$ cat config.mk
export PLATFORM = sky130hd
export DESIGN_NAME = rvsc_rsp_fifo
export DESIGN_NICKNAME = d
export VERILOG_FILES = /design/src/rtl/core/rvsc_pkg.sv /design/src/rtl/core/rvsc_rsp_fifo.sv
export SDC_FILE = /design/constraint.sdc
export NUM_CORES = 1
export LEC_CHECK = 0
export BUFFER_PORTS_ARGS = -buffer_cell sky130_fd_sc_hd__buf_2
export CAP_MARGIN = 20
export CORE_ASPECT_RATIO = 1.5
export CORE_MARGIN = 2
export CORE_UTILIZATION = 50
export CTS_CLUSTER_SIZE = 12
export DETAILED_ROUTE_END_ITERATION = 6
export PLACE_DENSITY = 0.8
export SLEW_MARGIN = 20
export SYNTH_ARGS = -nofsm -noshare
export SYNTH_HDL_FRONTEND = slang
export SYNTH_SLANG_ARGS = --single-unit
$ cat constraint.sdc
create_clock -name clock -period 6.17 [get_ports clock]
set_clock_uncertainty 0.15 [all_clocks]
set_input_delay 0.617 -clock clock [delete_from_list [all_inputs] [get_ports clock]]
set_output_delay 0.617 -clock clock [all_outputs]
set_load 0.03 [all_outputs]
$ cat src/rtl/core/rvsc_pkg.sv
// shared types, opcodes and constants for the rv32i subset core
`default_nettype none

package rvsc_pkg;

   // opcodes
   localparam logic [6:0] OP_LOAD   = 7'h03;
   localparam logic [6:0] OP_STORE  = 7'h23;
   localparam logic [6:0] OP_BRANCH = 7'h63;
   localparam logic [6:0] OP_REG    = 7'h33;
   localparam logic [6:0] OP_IMM    = 7'h13;
   localparam logic [6:0] OP_JAL    = 7'h6F;
   localparam logic [6:0] OP_HALT   = 7'h7F;
   localparam logic [6:0] OP_ZERO   = 7'h00;

   // funct7 codes
   localparam logic [6:0] F7_BASE = 7'h00;
   localparam logic [6:0] F7_ALT  = 7'h20;

   // funct3 codes
   localparam logic [2:0] F3_ADD = 3'd0;
   localparam logic [2:0] F3_XOR = 3'd4;
   localparam logic [2:0] F3_OR  = 3'd6;
   localparam logic [2:0] F3_AND = 3'd7;
   localparam logic [2:0] F3_BEQ = 3'd0;
   localparam logic [2:0] F3_BNE = 3'd1;

   // request kinds carried in tuser
   localparam logic CMD_EXEC    = 1'b0;
   localparam logic CMD_PRELOAD = 1'b1;

   // packed stream widths
   localparam int REQ_TDATA_BITS = 56;
   localparam int RSP_TDATA_BITS = 120;
   localparam int RSP_BITS       = 114;

   // response queue geometry
   localparam int RSP_PTR_BITS = 2;
   localparam int RSP_DEPTH    = 1 << RSP_PTR_BITS;

   // request payload, first field in the highest bits
   typedef struct packed {
      logic [7:0]  load_byte;
      logic [9:0]  load_addr;
      logic [31:0] instr;
   } req_data_type;

   // response payload, first field in the highest bits
   typedef struct packed {
      logic [31:0] mem_data;
      logic [9:0]  mem_addr;
      logic        mem_write;
      logic [31:0] reg_value;
      logic [4:0]  reg_index;
      logic        reg_write;
      logic        halted;
      logic [31:0] next_pc;
   } rsp_type;

   // register file write port
   typedef struct packed {
      logic        we;
      logic [4:0]  idx;
      logic [31:0] data;
   } rf_wr_type;

   // data memory access, address before wrap
   typedef struct packed {
      logic        we_word;
      logic        we_byte;
      logic [31:0] addr;
      logic [31:0] wdata;
   } dmem_req_type;

   // decoded and executed instruction
   typedef struct packed {
      logic [31:0] next_pc;
      logic        halt;
      logic        reg_we;
      logic [4:0]  rd;
      logic [31:0] alu_val;
      logic        is_load;
      logic        store;
      logic [31:0] mem_addr;
      logic [31:0] store_word;
   } exec_out_type;

endpackage

`default_nettype wire

$ cat src/rtl/core/rvsc_rsp_fifo.sv
// small response queue that parts the pipeline from the result channel
`default_nettype none

module rvsc_rsp_fifo
   import rvsc_pkg::*;
(
   input  wire logic                  clock,
   input  wire logic                  reset,
   input  wire logic                  push,
   input  wire rsp_type               push_data,
   input  wire logic                  pop,
   output      rsp_type               head,
   output      logic                  not_empty,
   output      logic [RSP_PTR_BITS:0] count
);

   rsp_type                 entry_ff [RSP_DEPTH];
   logic [RSP_PTR_BITS-1:0] wr_ptr_ff;
   logic [RSP_PTR_BITS-1:0] rd_ptr_ff;
   logic [RSP_PTR_BITS:0]   count_ff;
   logic [RSP_PTR_BITS:0]   count_in;

   // storage
   always_ff @(posedge clock) begin
      if (push) begin
         entry_ff[wr_ptr_ff] <= push_data;
      end
   end

   // pointers and fill count
   always_comb begin
      count_in = count_ff;
      if (push && !pop) begin
         count_in = count_ff + 1'b1;
      end else if (pop && !push) begin
         count_in = count_ff - 1'b1;
      end
   end

   always_ff @(posedge clock) begin
      if (reset) begin
         wr_ptr_ff <= '0;
         rd_ptr_ff <= '0;
         count_ff  <= '0;
      end else begin
         if (push) begin
            wr_ptr_ff <= wr_ptr_ff + 1'b1;
         end
         if (pop) begin
            rd_ptr_ff <= rd_ptr_ff + 1'b1;
         end
         count_ff <= count_in;
      end
   end

   assign head      = entry_ff[rd_ptr_ff];
   assign not_empty = (count_ff != '0);
   assign count     = count_ff;

endmodule

`default_nettype wire

# --- Yosys cells after proc, flatten, opt, wreduce, memory -nomap -nowiden ---
# Memory sizes are Yosys's and may differ from the RTL's. A register that Yosys moved wholly into a read port is not among the register bits.
# Cells that the tools add are included.
word_totals:
  regBits: 7
  ram_bits: 456
  input_bits: 118
  out_inout_bits: 118
  wordCells: 20
  n_memories: 1
memory_table:
  columns: ["memory", "words", "width", "read_ports", "rd_clocked_by_memory_dff", "write_ports", "line_no", "rtl"]
  rows:
  - ["entry_ff", 4, 114, 1, 1, 1, "rvsc_rsp_fifo.sv:17", "rsp_type entry_ff [RSP_DEPTH];"]
classes:
  n_addsub: 4
  muxes: 6
  n_reduce_logical: 6
ops:
  columns: ["cell", "n"]
  rows:
  - ["3-bit 2-to-1 mux", 2]
  - ["2-bit by 1-bit adder with 2-bit output, second input constant", 2]
  - ["2-bit 2-to-1 mux", 2]
  - ["3-bit by 1-bit adder with 3-bit output, second input constant", 1]
  - ["3-bit nonzero test", 1]
  - ["3-bit by 1-bit subtractor with 3-bit output, second input constant", 1]
  - ["1-bit logical AND", 2]
  - ["1-bit logical NOT", 2]
  - ["1-bit 2-to-1 mux", 2]
  - ["2-bit nonzero test", 1]

# --- Depth between registers and ports, before layout ---
logic_depth:
  ltp_word: 4
  depth_mapped: 7
  mapped_depth_nobuf: 7

# --- Least setup slack after synthesis ---
# Ideal clock, no wire load.
synth_timing:
  path_kind: "input to register"
  start: "input push"
  end: "memory entry_ff[0][0] (netlist name), enable pin"
  setup_ns: 0.486
  t_arrival_ns: 3.238
  required_time_ns: 5.534
  setup_slack_ns: 2.296
  cell_stages: 1
  cell_sequence: "and2_1"
synth_via:
  elab_chain_len: 2
synth_rtl:
  columns: ["item", "line_no", "rtl"]
  rows:
  - ["start: declaration", "rvsc_rsp_fifo.sv:9", "input wire logic push,"]
  - ["1-bit 2-to-1 mux", "rvsc_rsp_fifo.sv:25", "if (push) begin"]
  - ["1-bit 2-to-1 mux (not written as such)", "rvsc_rsp_fifo.sv:26", "entry_ff[wr_ptr_ff] <= push_data;"]
  - ["end: declaration", "rvsc_rsp_fifo.sv:17", null]
# No other way between the ends.

==> run summary <==
The clock reaches the later pin of the worst-skew pair after 540 ps. The number of filler cells placed in the layout is 2299, and the horizontal die dimension is 154 um. Summed over all layers, the global routing overflow is 0. The final worst-path cycle share is 0.571, and the number of placement rows is 82. The deepest level of the CTS H-tree came out at 2.

The run gives 7533 as the via count of the routed design. The endpoint type of the worst setup path was a primary output. After clock tree synthesis, the repair step resized 0 gates.

Leaving out filler cells and counting taps, the final layout contains 1355. Across the run, the number of max-cap violations was 0. TritonCTS built the clock tree. The run gives 8187 as the via count of the first global-routing pass.

The first detailed-routing pass took 4 iterations. The top fanout value on the critical path works out to 34. The number of nets in the finished design was 1028; the post-detailed-route count of antenna-violating nets was 0.

The net count of the mapped netlist came out at 763. Port buffering added 235 buffers. The number of antenna violations at the first check in global routing came out at 8.

Data on the critical path is required at its endpoint by 5400 ps. The commonest cells after synthesis are sky130_fd_sc_hd__edfxtp_1, sky130_fd_sc_hd__mux4_2, sky130_fd_sc_hd__buf_2. The flow ran to the end, and the final reports show no timing, DRC or antenna violations.

The tools report the last weighted congestion value of the routability-driven placer as 0.710. The setup path with the least slack is of type reg -> out. After clock tree synthesis, the clock-pin slew on the worst setup and hold paths is 50 ps. The first global-routing pass estimated 48000 um of wire. The sequential fraction of the synthesis area was 0.822. The number of register bits inferred by synthesis is 465, and the number of instances in the placed design is 1277. Setup repair after global routing left no endpoint under its margin.

Area growth from synthesis to layout: 17.3%. Entering global routing, the biggest net connects 63 pins. On the worst path, the slowest cell contributes a delay of 790 ps. The critical path goes through buf_4 > mux4_2 > buf_2.

The library cell with the largest summed area after synthesis was sky130_fd_sc_hd__edfxtp_1. The wire-length estimate of the detail-placed layout is 19100 um. The tools report the remaining max-slew budget at the tightest pin as 0.383. The number of buffers inserted to repair setup after CTS is 0, and the number of flops mapped to enable cells by yosys is 456. The final-layout worst hold slack was 135 ps; the final setup violation count was 0.

The number of sinks driven by the clock tree was 465; the ratio of cells with drive above 1 in the final layout was 0.446. The number of clock buffers inserted by TritonCTS came out at 45. The final number of max-transition violations came out at 0. In the synthesized netlist the dominant register cell turns out to be sky130_fd_sc_hd__edfxtp_1. The floorplan step defined a core boundary enclosing 33300 um2.

Adding up every negative setup slack in the final design gives 0 ps. CTS placed an instance of sky130_fd_sc_hd__clkbuf_16 at the clock tree root. The distinct cell type count of the synthesized netlist is 19, and the die extent in y is 229 um. The number of failing hold endpoints at the final stage is 0, and the number of vias per cell is 5.56.

The proportion of netlist area held by the largest area contributor was 0.811; the area of the die was 35300 um2. The most used standard cell by instance count after synthesis was sky130_fd_sc_hd__edfxtp_1. The gate count of the mapped netlist came out at 639. The run gives 0.182 as the overall routing resource usage. For this run, the top clock speed supported by timing is 284 MHz. Dividing the detail-routed wire length by the instance count gives 23.2 um. The mean area per synthesized cell was 26.4 um2; the detailed-route DRC error count was 0.

The clock period could shrink to 3520 ps. Buffers inserted to repair hold after CTS numbered 0. After synthesis, the cell types taking the most area are sky130_fd_sc_hd__edfxtp_1, sky130_fd_sc_hd__mux4_2, sky130_fd_sc_hd__dfxtp_1, sky130_fd_sc_hd__buf_8, sky130_fd_sc_hd__buf_2.

The number of top-level pins came out at 236. The tools report the starting density of the core as 0.506. The worst setup path is launched from a register. The cell area after technology mapping came out at 16900 um2. The tools report the Yosys warning count as 0. Data arrives at the worst endpoint at 2750 ps. The run gives 3 as the clock tree buffer depth. The fraction of registers with async set or reset after synthesis is 0. The cell with the largest stage delay on the worst path was sky130_fd_sc_hd__dfxtp_4. In this run, the number of DRC markers left after iteration 0 of detailed routing was 396. The path class of the lowest-slack min-delay path was in -> reg.

The total power per unit cell area works out to 352 nW/um2. The analysis attributes to cell leakage a power of 0.00663 uW. IR analysis of the VDD net gives a maximum drop of 0.000247 V. For the pin with the worst max-slew slack, the measured transition is 926 ps. Summed over all layers, the routed wires come to 31500 um.
## sequential cells by signal, indices dropped and copies added, names as in the netlist, named ones only
name	flops
entry_ff	456
count	3
rd_ptr_ff	2
wr_ptr_ff	2
## stage by stage
stage | area, um2 | power [uW] | utilization | worst slack, ps
after global routing | 19800 | 7220 | 0.594 | 2380
after CTS | 19800 | 7050 | 0.593 | 2510
final | 19800 | 6970 | 0.594 | 2650
after floorplan | 16900 | 4330 | - | 2300
after detailed placement | 18500 | 4590 | 0.554 | 3100
after global placement | 18500 | 4570 | 0.554 | 3120
## path summary, 6_finish.rpt
kind                 from         endpoint  slack (ps)  cells past startpoint
min reg2reg      count[2]         count[2]         360                      2
min          push_data[8]   entry_ff[3][8]         130                      1
max reg2reg  wr_ptr_ff[0]  entry_ff[1][71]        3410                      3
max              register        head[100]        2650                      3
## critical path, delay by kind of cell (launching register included)
kind                   cells  cell delay, ps
buffers and inverters      2             810
DFF                        1             790
muxes                      1             590
## layer usage
layer,vias to the layer above,global-route usage,wire length [um]
met5,-,0,27
met1,3927,0.220,11700
met2,257,0.315,16700
met4,4,0.0718,984
li1,3276,-,-
met3,69,0.0452,2020
## kinds of logic (layout without fill, tap and decap cells)
family,Yosys count,count (layout),share of synthesized area
DFF,465,465,0.822
muxes,116,116,0.153
buffers and inverters,31,321,0.0130
and+or+nand+nor,14,14,0.00400
adders and majority gates,6,6,0.00489
xor gates and xnor gates,5,5,0.00259
AOI/OAI and AO/OA,2,2,0.000592
other,0,6,0
## cells in the final DEF (no fill, tap or decap), drive strengths merged, types with 3 or more instances in the layout
| cell | n |
|---|---|
| edfxtp | 456 |
| buf | 245 |
| mux4 | 114 |
| clkbuf | 68 |
| dfxtp | 9 |
| nor2 | 7 |
| diode | 6 |
| ha | 5 |
| inv | 5 |
| and2 | 4 |
| xor2 | 3 |
## cell type report
| type | instances | area, um2 | area share |
|---|---|---|---|
| Clock buffer | 68 | 1250 | 0.0634 |
| Timing Repair Buffer | 245 | 1260 | 0.0638 |
| Multi-Input combinational cell | 143 | 2800 | 0.141 |
| Sequential cell | 465 | 13900 | 0.701 |
| Antenna cell | 6 | 15.0 | 0.000758 |
| Inverter | 4 | 15.0 | 0.000758 |
| Tap cell | 420 | 526 | 0.0265 |
| Clock inverter | 4 | 46.3 | 0.00234 |
## power breakdown
part	total, uW	internal (uW)	switching [uW]
logic	816	294	523
clock network	2460	1430	1030
registers	3690	3630	57.2
Note: power is estimated with default switching activity, not from simulation.
